$ cat src/rtl/core/bsm_pkg.sv
`timescale 1ns / 1ps
// ----------------------------------------------------------------------------
// bsm_pkg
// Shared types, codes and helpers for the bank-switching mapper core.
// ----------------------------------------------------------------------------
package bsm_pkg;

	// internal PRG RAM size in bytes (1024..8192)
	localparam int WORK_RAM_BYTES = 8192;
	localparam int RAM_AW         = $clog2(WORK_RAM_BYTES);

	// bus operations
	localparam logic [2:0] OP_CPU_READ  = 3'd0;
	localparam logic [2:0] OP_CPU_WRITE = 3'd1;
	localparam logic [2:0] OP_PPU_READ  = 3'd2;
	localparam logic [2:0] OP_PPU_WRITE = 3'd3;
	localparam logic [2:0] OP_A12_EDGE  = 3'd4;

	// result targets
	localparam logic [1:0] TGT_NONE = 2'd0;
	localparam logic [1:0] TGT_RAM  = 2'd1;
	localparam logic [1:0] TGT_PRG  = 2'd2;
	localparam logic [1:0] TGT_CHR  = 2'd3;

	// mirroring codes
	localparam logic [1:0] MIR_VERTICAL = 2'd0;
	localparam logic [1:0] MIR_FOUR     = 2'd2;

	// configuration register indexes
	localparam int         CFG_IDX_W     = 1;
	localparam logic [0:0] CFG_PRG_UNITS = 1'd0;
	localparam logic [0:0] CFG_ALT_NT    = 1'd1;
	localparam int         CFG_DATA_W    = 6;

	typedef struct packed {
		logic [2:0]  opcode;
		logic [15:0] bus_address;
		logic [7:0]  write_data;
	} in_item_t;

	typedef struct packed {
		logic [1:0]  target;
		logic [18:0] mapped_address;
		logic [7:0]  read_data;
		logic        external_write;
		logic        irq_pulse;
		logic [1:0]  mirroring;
	} out_item_t;

	// banking state seen by the address mapper
	typedef struct packed {
		logic [7:0][7:0] bank_regs;
		logic            prg_swap_mode;
		logic            chr_invert;
		logic [5:0]      prg_units;
	} map_state_t;

	// RAM index of a CPU address in 0x6000-0x7FFF, wrapped to the RAM size
	function automatic logic [RAM_AW-1:0] ram_index(input logic [15:0] addr);
		logic [13:0] x;
		x = {1'b0, addr[12:0]};
		for (int i = 0; i < 7; i++) begin
			if (WORK_RAM_BYTES < 8192 && x >= 14'(WORK_RAM_BYTES))
				x = x - 14'(WORK_RAM_BYTES);
		end
		return x[RAM_AW-1:0];
	endfunction

endpackage

$ cat src/rtl/core/bsm_map.sv
`timescale 1ns / 1ps
// ----------------------------------------------------------------------------
// bsm_map
// PRG and CHR bank translation from the current banking state.
// ----------------------------------------------------------------------------
module bsm_map (
	input  bsm_pkg::map_state_t st,
	input  logic [15:0]         addr,
	output logic [18:0]         prg_addr,
	output logic [18:0]         chr_addr
);

	logic [4:0]  units_m1;
	logic [5:0]  prg_bank;
	logic [12:0] chr_a;
	logic [17:0] chr_raw;
	logic [7:0]  chr_reg;

	// PRG: 8 KiB windows, last two banks fixed
	always_comb begin
		units_m1 = 5'(st.prg_units - 6'd1);
		case (addr[14:13])
			2'b00:   prg_bank = st.prg_swap_mode ? {units_m1, 1'b0} : st.bank_regs[6][5:0];
			2'b01:   prg_bank = st.bank_regs[7][5:0];
			2'b10:   prg_bank = st.prg_swap_mode ? st.bank_regs[6][5:0] : {units_m1, 1'b0};
			default: prg_bank = {units_m1, 1'b1};
		endcase
		prg_addr = {prg_bank, addr[12:0]};
	end

	// CHR: two 2 KiB and four 1 KiB windows, halves swapped by inversion
	always_comb begin
		chr_a   = addr[12:0] ^ {st.chr_invert, 12'h000};
		chr_reg = st.bank_regs[3'd2 + {1'b0, chr_a[11:10]}];
		case (chr_a[12:11])
			2'b00:   chr_raw = {st.bank_regs[0][7:1], chr_a[10:0]};
			2'b01:   chr_raw = {st.bank_regs[1][7:1], chr_a[10:0]};
			default: chr_raw = {chr_reg, chr_a[9:0]};
		endcase
		chr_addr = {1'b0, chr_raw};
	end

endmodule

$ cat config.mk
export PLATFORM = sky130hd
export DESIGN_NAME = bsm_map
export DESIGN_NICKNAME = d
export VERILOG_FILES = /design/src/rtl/core/bsm_pkg.sv /design/src/rtl/core/bsm_map.sv
export SDC_FILE = /design/constraint.sdc
export NUM_CORES = 1
export LEC_CHECK = 0
export BUFFER_PORTS_ARGS = -buffer_cell sky130_fd_sc_hd__buf_2
export CAP_MARGIN = 20
export CORE_AREA = 8 8 60 62
export DETAILED_ROUTE_END_ITERATION = 7
export DIE_AREA = 0 0 68 70
export PLACE_DENSITY_LB_ADDON = 0.12
export SETUP_SLACK_MARGIN = 0.02
export SLEW_MARGIN = 20
export SYNTH_ARGS = -nofsm -noshare
export SYNTH_HDL_FRONTEND = slang
export SYNTH_SLANG_ARGS = --single-unit
export TNS_END_PERCENT = 20
$ cat constraint.sdc
create_clock -name vclk -period 2.4
set_input_delay 0.36 -clock vclk [all_inputs]
set_output_delay 0.36 -clock vclk [all_outputs]
set_load 0.01 [all_outputs]
---- Word-level counts from Yosys, hierarchy flattened ----
Cells that the tools add are included.
operators by class
  $lt $le $gt $ge ......................... 1
  equal/unequal tests ..................... 3
  add/sub/neg operators ................... 2
  bitwise gates (word level) .............. 1
  multiplexer cells ....................... 6
  reductions and logical operators ........ 2
operator list
  cell                                                         count
  case mux 18 bit (2 select lines)                             1
  binary-select mux 8 bit (select 3 bit)                       1
  case mux 6 bit (3 select lines)                              1
  bitwise XOR 13 bit                                           1
  two-way mux 6 bit                                            2
  two-way mux 8 bit                                            1
  subtractor 5 x 1 -> 5 bit (second input constant)            1
  == test 2 x 1 -> 1 bit (second input constant)               2
  logical NOT 2 bit                                            2
  less-than comparator 3 x 4 -> 1 bit (second input constant)  1
  adder 2 x 2 -> 3 bit (first input constant)                  1
  == test 2 bit (second input constant)                        1
storage, ports and cells
  flip-flop bits (word level) ............. 0
  input bits .............................. 88
  word-level logic and storage cells ...... 15

---- Depth between registers and ports, before layout ----
Gate-level depths: netlist (run 1).
  depth after elaboration ................. 5
  mapped depth ............................ 6
  gate-level depth less buffers ........... 6

---- Least setup slack after synthesis (run 1) ----
OpenSTA, ideal clock, no wires.
  kind .................................... input -> output
  start point ............................. input st[0] in the netlist's numbering
  end point ............................... output prg_addr[18]
  data arrival time ....................... 1,259 ps
  stages .................................. 6
  slack ................................... 781 ps
  required time ........................... 2,040 ps
  buffers on the path ..................... 0
  path through ............................ inv_1 -> ha_1 -> nor3b_1 -> xnor2_1 -> a21oi_1 -> a211o_1
on the way
  longest elaborated chain between the ends .. 3
  elaborated cells on any way between the ends .. 4
ends and longest elaborated chain
  what                                  RTL line                      RTL
  start: declaration                    bsm_map.sv:7                  input bsm_pkg::map_state_t st,
  subtractor 5 x 1 -> 5 bit *           bsm_map.sv:21                 units_m1 = 5'(st.prg_units - 6'd1);
  two-way mux 6 bit (on tied branches)  bsm_map.sv:25, bsm_map.sv:23
  case mux 6 bit (3 select lines) *     bsm_map.sv:22                 case (addr[14:13])
  end: declaration                      bsm_map.sv:9                  output logic [18:0] prg_addr,
Every way passes the cells marked *; elsewhere a longest branch is shown, timed or not.

---- Worst setup path in the final report (run 1) ----
Ends and elaborated chain as after synthesis.

==> results.md, run 1 <==
* Commonest cells after routing, fill and taps aside: 87 x buf_2, 14 x nand2_1, 10 x o21ai_1
* Post-CTS Setup Bufs at 0
* Critical Path, Cell by Cell: buf_2 > inv_1 > ha_1 > nor3b_1 > xnor2_1 > a21oi_1 > a211o_1 > buf_2
* Max-slew violations at 0
* Crit end category: output port
* Gpl congestion at around 0.8
* # Max-Cap Violations at 0
* Cell Pwr Density at 207 nW/um^2
* DP HPWL at around 2600 um
* First DRT Iteration DRCs at 70
* Share of cells above drive strength 1 at 56.7%
* HP Class: in -> out
* Fin Hold WS at approximately 0.7 ns
* # port buffers at 87
* Num ports at roughly 130
* CP top delay family: buffers and inverters
* Status: finished clean
* Most common cell after layout, fill and taps aside: buf_2
* Overall power at 0.233 mW
* Cell-internal power at 0.122 mW
* Leakage power at 0.612 nW
* Total GRT Usage at 11.4%
* Residual DRC at 0
* Min cycle time layout at 1.92 ns
* Gates resized, CTS repair at 0
* Switching share of power at 47.6%
* Logic pwr share at 100.0%
* Syn nets at 203
* Syn_area_per_cell at 7.62 um^2
* Final period util at between 80% and 90%
* Vias post-DR at just over 1000
* Final Util at 42.1%
* Crit path largest cell delay at 0.25 ns
* Cell count after synthesis at around 110
* Fmax at between 500 and 600 MHz
* Final hold vios at 0
* Setup Crit Path Kind: in -> out
* Mapped Area at 868 um^2
* Critical path's slowest cell: nor3b_1
* Most used cell, CP: buf_2
* Worst Path Buf+Inv at 3
* Synth top area cells: buf_4 23%, mux4_2 18%, mux2i_1 9.2%
* Row cnt at 19
* Psw at 0.111 mW
* Leading area contributor after synthesis: buf_4
* Antenna violations before repair at 0
* Yosys cell types at 31
* Starting Density at 32.6%
* Clock power share at 0%
* # diodes at 0
* Area Overhead vs Synth at 29.1%
* Chip height at 70 um
* Hold buffers post-CTS at 0
* FF/Latch Area at 0 um^2
* Drt pass-1 iters at 4
* Final wirelength at 2950 um
* Worst path arrival time at roughly 1.6 ns
* Vias in the first global route at 1084
* Setup violators final at 0
* Seq_cells at 0
* Worst vdd ir at between 100 and 150 uV
* Register area share after synthesis at 0%
* Critical Path RT at 2.04 ns
* Share of the synthesized area in the top cell type at 23.3%
* Vias per inst at between 5 and 6
* Die width at 68 um
* Largest net degree at the start of global routing at 18
* Core Area at 2660 um^2
* First-pass GRT wire length at 4650 um
* RSZ-0062 raised after global routing: false
* Full die area at ~4800 um^2
* Grt ovf at 0
* Clock Buffer Count at 0
* Ys Warns at 0
* Antenna viol nets, final at 0
* Fin nets at 262
* Maximum fanout along the worst path at 5
* Sequential share of power at 0%
* CP startpoint kind: input port
* WL/cell at 14.6 um
* Final TNS setup at 0 ns
==> through the flow <==
step | worst slack (ns) | instance area (um^2) | instances
after floorplan | 0.781 | 868 | 114
final | 0.478 | 1120 | 202
after global placement | 0.491 | 1120 | 202
after detailed placement | 0.459 | 1120 | 202
after global routing | 0.405 | 1120 | 202
after CTS | 0.459 | 1120 | 202
==> cell usage after synthesis, types with 2 or more instances <==
master	number
a22oi_1	2
a31oi_1	2
nor2_1	4
mux2i_1	8
inv_1	5
o211ai_1	3
mux4_2	7
nor3b_1	2
o21ai_0	2
a21oi_1	5
a211o_1	2
o21ai_1	10
buf_2	3
xnor2_1	3
nand2_1	14
buf_4	27
==> kinds of logic (layout without fill, tap and decap cells) <==
family / after synthesis / count (layout) / synth area share [%]
buffers and inverters: 36 / 93 / 28.5
AOI/OAI and AO/OA: 29 / 29 / 20.2
and+or+nand+nor: 26 / 26 / 14.8
muxes: 16 / 16 / 28.7
xor gates and xnor gates: 5 / 5 / 5.91
adders and majority gates: 1 / 1 / 1.44
other: 1 / 1 / 0.432
==> cell type report <==
type / instances / area (um^2)
Tap cell: 31 / 38.8
Timing Repair Buffer: 88 / 443
Fill cell: 276 / 1540
Inverter: 5 / 18.8
Multi-Input combinational cell: 78 / 621
==> power groups by stage <==
| stage | clock network (mW) | logic [mW] | registers [mW] |
|---|---|---|---|
| global route | 0 | 0.258 | 0 |
| global placement | 0 | 0.232 | 0 |
| finish | 0 | 0.233 | 0 |
| detailed placement | 0 | 0.234 | 0 |
| CTS | 0 | 0.235 | 0 |
| floorplan | 0 | 0.170 | 0 |
==> metal layers <==
layer / share of wire, % / global-route usage [%]
met4: 0.14 / 0.456
met5: 0 / 0
met3: 18 / 7.66
met1: 38 / 12.6
met2: 44 / 18.6
==> path summary, 6_finish.rpt <==
| check | slack [ns] | from | end | depth (start not counted) |
|---|---|---|---|---|
| max | 0.48 | st[0] | prg_addr[18] | 8 |
| min | 0.72 | addr[0] | chr_addr[0] | 0 |
Power figures use the tool's default switching activity.
==> inputs of run 2 (changes only) <==
- CORE_AREA: 8 8 60 62 -> 8 8 62 64
- DIE_AREA: 0 0 68 70 -> 0 0 70 72
- clock period: 2.4 -> 1.9 ns (I/O delays scaled with it)
==> run 2 against run 1 <==
Compared with the run above: combinational power grew 27%; global-route usage shrank 0.79 points; total power grew 27%; hold slack lost 0.15 ns; sequential cell count is the same; critical path type unchanged; final cell count grew 1.5%; largest power group unchanged; critical path depth is the same; setup slack lost 0.41 ns; sequential share of layout area is the same; largest cell class unchanged; core utilization shrank 3.0 points; highest routed layer is now met3.
==> results.md, run 2 (synthesized netlist as in run 1, its figures left out) <==
* Most common cell after layout, fill and taps aside: buf_2
* Crit end category: output port
* Maximum fanout along the worst path at 5 (unchanged)
* Critical Path RT at 1.62 ns (-0.42 ns)
* # fillers at 316 (+14%)
* Final wirelength at 2920 um (-0.95%)
* Final hold vios at 0 (unchanged)
* Setup Crit Path Kind: in -> out
* Antenna viol nets, final at 0 (unchanged)
* Stages on worst setup path at 8 (unchanged)
* Fmax at 546 MHz
* Clock Buffer Count at 0 (unchanged)
* Largest net degree at the start of global routing at 17 (-1)
* CP startpoint kind: input port
* Critical path's slowest cell: xnor2_1
* Vias in the first global route at 1139 (+5.1%)
* Cell Pwr Density at 260 nW/um^2 (+25%)
* Status: finished clean
* FF/Latch Area at 0 um^2 (unchanged)
* Worst vdd ir at 135 uV (+1.3%)
* Crit path largest cell delay at 0.33 ns (+0.08 ns)
* Grt ovf at 0 (unchanged)
* Antenna violations before repair at 0 (unchanged)
* # Max-Cap Violations at 0 (unchanged)
* Setup violators final at 0 (unchanged)
* CP top delay family: compound AO/OA/AOI/OAI gates
* First DRT Iteration DRCs at 43 (-39%)
* DP HPWL at 2650 um (+0.67%)
* Worst path arrival time at 1.55 ns (about the same)
* HP Class: in -> out
* Core Area at 2900 um^2 (+9.0%)
* WL/cell at 14.3 um (-2.4%)
* Hold depth at 0 (unchanged)
* Area Overhead vs Synth at 30.8%
* Switching share of power at 47.3% (-0.28 points)
* # port buffers at 87 (unchanged)
* Full die area at 5040 um^2 (+5.9%)
* Starting Density at 29.9% (-2.7 points)
* Die width at 70 um (+2.9%)
* Gpl congestion at 0.777 (-3.9%)
* Clock power share at 0% (unchanged)
* First-pass GRT wire length at 4830 um (+3.9%)
* RSZ-0062 raised after global routing: true
* Num ports at 126 (unchanged)
* Share of cells above drive strength 1 at 57.6% (+0.83 points)
* Seq_cells at 0 (unchanged)
* Commonest cells after routing, fill and taps aside: 87 x buf_2, 14 x nand2_1, 10 x o21ai_1
* Leakage power at 0.618 nW (+1.0%)
* # diodes at 0 (unchanged)
* Vias post-DR at 1001 (-0.99%)
* Most used cell, CP: buf_2
* Critical Path, Cell by Cell: buf_2 > inv_1 > ha_1 > xnor2_1 > a21oi_1 > a22oi_1 > o21ai_1 > buf_2
* Vias per inst at 4.88 (-2.4%)
* Chip height at 72 um (+2.9%)
* Logic pwr share at 100.0% (about the same)
* Worst Path Buf+Inv at 3 (unchanged)
* Setup crit end: prg_addr[16]
* Final TNS setup at 0 ns (unchanged)
* Residual DRC at 0 (unchanged)
* Row cnt at 20 (+1)
* Beginning of the critical path: st[0]
* Drt pass-1 iters at 3 (-1)
* Max-slew violations at 0 (unchanged)
* Sequential share of power at 0% (unchanged)
* Total GRT Usage at 10.6% (-0.79 points)
* Overall power at 0.295 mW (+27%)
* Final period util at 96.4%
* Psw at 0.139 mW (+26%)
* Fin nets at 263 (+0.38%)
* Cell-internal power at 0.155 mW (+27%)
* Min cycle time layout at around 1.8 ns
## run 2: repair_timing
item / CTS / global route
gates resized for setup: 0 / 1
endpoints found under the hold margin: 0 / 0
hold buffers: 0 / 0
setup buffers: 0 / 0
endpoints found under the setup margin: 0 / 2
## run 2: worst min path at each step
stage | from | to | slack (ns)
floorplan | addr[0] | chr_addr[0] | 0.66
global placement | addr[0] | chr_addr[0] | 0.57
detailed placement | addr[0] | chr_addr[0] | 0.57
CTS | addr[0] | chr_addr[0] | 0.57
global route | addr[3] | chr_addr[3] | 0.57
finish | addr[0] | chr_addr[0] | 0.57
## run 2: cell type report
| type | count | area (um^2) | share of cell area [%] |
|---|---|---|---|
| Tap cell | 33 | 41.3 | 3.63 |
| Inverter | 5 | 18.8 | 1.65 |
| Timing Repair Buffer | 89 | 450 | 39.6 |
| Multi-Input combinational cell | 78 | 626 | 55.1 |
## run 2: power groups by stage
stage               logic, mW  clock network [mW]  registers, mW
floorplan               0.215                   0              0
global placement        0.296                   0              0
detailed placement      0.298                   0              0
CTS                     0.299                   0              0
global route            0.329                   0              0
finish                  0.295                   0              0
## run 2: per-stage QoR
step                      std cells  setup WS, ns  area (um^2)  utilization (%)  hold WS, ns
after floorplan                 114         0.431          868                -        0.662
after global placement          205         0.117         1130             39.0        0.570
after detailed placement        205        0.0777         1130             39.0        0.570
after CTS                       205        0.0790         1130             39.0        0.570
after global routing            205       -0.0484         1140             39.1        0.570
final                           205        0.0681         1140             39.1        0.570
## run 2: metal layers
metal | vias up | wire length (um) | track usage [%]
li1 | 499 | - | -
met1 | 419 | 1130 | 11.0
met2 | 83 | 1340 | 19.0
met3 | 0 | 452 | 6.68
met4 | 0 | 0 | 0
met5 | - | 0 | 0
==> inputs of run 3 (changes only) <==
- MAX_ROUTING_LAYER: default -> met4
==> run 3 against run 2 <==
Compared with the run above: final cell count stayed put; fmax is 0.30% lower; design area unchanged; critical path type unchanged; sequential share of layout area unchanged.
==> results.md, run 3 (synthesized netlist as in run 1, its figures left out) <==
* Status: finished clean
* Overall power at 0.295 mW (about the same)
* Critical Path RT at 1.62 ns (about the same)
* Chip height at 72 um (unchanged)
* Placed cell count at 205 (unchanged)
* Cell Pwr Density at 260 nW/um^2 (about the same)
* Residual DRC at 0 (unchanged)
* Clock Buffer Count at 0 (unchanged)
* Setup Crit Path Kind: in -> out
* Final Worst Setup Slack at 0.0626 ns (-0.00547 ns)
* Final wirelength at 2930 um (about the same)
* Leakage power at 0.618 nW (unchanged)
* Core Area at 2900 um^2 (unchanged)
* Crit end category: output port
* Vias per inst at 4.93 (+1.0%)
* FF/Latch Area at 0 um^2 (unchanged)
* Commonest cells after routing, fill and taps aside: 87 x buf_2, 14 x nand2_1, 10 x o21ai_1
* Crit path largest cell delay at 0.33 ns (about the same)
* WL/cell at 14.3 um (about the same)
* Full die area at 5040 um^2 (unchanged)
* Final hold vios at 0 (unchanged)
* Worst vdd ir at 135 uV (about the same)
* Num ports at 126 (unchanged)
* Final period util at 96.7% (+0.29 points)
* Setup violators final at 0 (unchanged)
* HP Class: in -> out
* Gpl congestion at 0.788 (+1.4%)
* Largest net degree at the start of global routing at 17 (unchanged)
* Beginning of the critical path: st[0]
* Fin nets at 263 (unchanged)
* Most common cell after layout, fill and taps aside: buf_2
* Grt ovf at 0 (unchanged)
* # diodes at 0 (unchanged)
* First DRT Iteration DRCs at 43 (unchanged)
* Maximum fanout along the worst path at 5 (unchanged)
* CP top delay family: compound AO/OA/AOI/OAI gates
* Vias in the first global route at 1141 (+0.18%)
* First-pass GRT wire length at 4830 um (unchanged)
* Total GRT Usage at 10.9% (+0.29 points)
* Antenna viol nets, final at 0 (unchanged)
* Gates resized, CTS repair at 0 (unchanged)
* Vias post-DR at 1011 (+1.0%)
* Drt pass-1 iters at 4 (+1)
* Critical Path, Cell by Cell: buf_2 > inv_1 > ha_1 > xnor2_1 > a21oi_1 > a22oi_1 > o21ai_1 > buf_2
* # port buffers at 87 (unchanged)
* Worst path arrival time at 1.55 ns (about the same)
* Hold buffers post-CTS at 0 (unchanged)
* # Max-Cap Violations at 0 (unchanged)
* Fmax at 544 MHz (-0.30%)
* Worst Path Buf+Inv at 3 (unchanged)
* Row cnt at 20 (unchanged)
* Pre-CTS WS at 0.0777 ns (unchanged)
* Min cycle time layout at 1.84 ns (+0.00547 ns)
* Starting Density at 29.9% (unchanged)
* Max-slew violations at 0 (unchanged)
* Seq_cells at 0 (unchanged)
* Non-Filler Instances at 205 (unchanged)
* Antenna violations before repair at 0 (unchanged)
* Post-CTS Setup Bufs at 0 (unchanged)
* Most used cell, CP: buf_2
* CP startpoint kind: input port
* Hold_sp: addr[0]
* Die width at 70 um (unchanged)
* Critical path's slowest cell: xnor2_1
* RSZ-0062 raised after global routing: true
* Area Overhead vs Synth at 30.8% (unchanged)
* DP HPWL at 2650 um (unchanged)
* Share of cells above drive strength 1 at 57.6% (unchanged)
==> run 3: cell counts in the layout (fill, tap and decap cells not counted) <==
No cell type changed its count.
==> run 3: where the power goes <==
group          internal [mW]  leakage, nW  total, mW  switching (mW)
clock network              0            0          0               0
logic                  0.155        0.618      0.295           0.140
registers                  0            0          0               0
==> run 3: final cells by class <==
cell class,count,area [um^2]
fillers,316,1770
multi-input cells,78,626
repair buffers,89,450
well taps,33,41.3
inverters,5,18.8
==> run 3: metal layers <==
metal,GRT usage (%),routed length [um],up-vias
li1,-,-,499
met1,12.6,1270,427
met2,19.0,1350,85
met4,0,0,0
met5,-,0,-
met3,3.82,304,0
==> run 3: worst paths after layout <==
kind | end | depth (start not counted)
worst max-delay path | prg_addr[16] | 8
worst min-delay path | chr_addr[0] | 0
==> run 3: through the flow <==
stage / TNS [ns] / hold slack [ns] / utilization [%] / instance area (um^2)
after floorplan: 0 / 0.662 / - / 868
after global placement: 0 / 0.570 / 39.0 / 1130
after detailed placement: 0 / 0.570 / 39.0 / 1130
after CTS: 0 / 0.570 / 39.0 / 1130
after global routing: -0.0484 / 0.570 / 39.1 / 1140
final: 0 / 0.570 / 39.1 / 1140
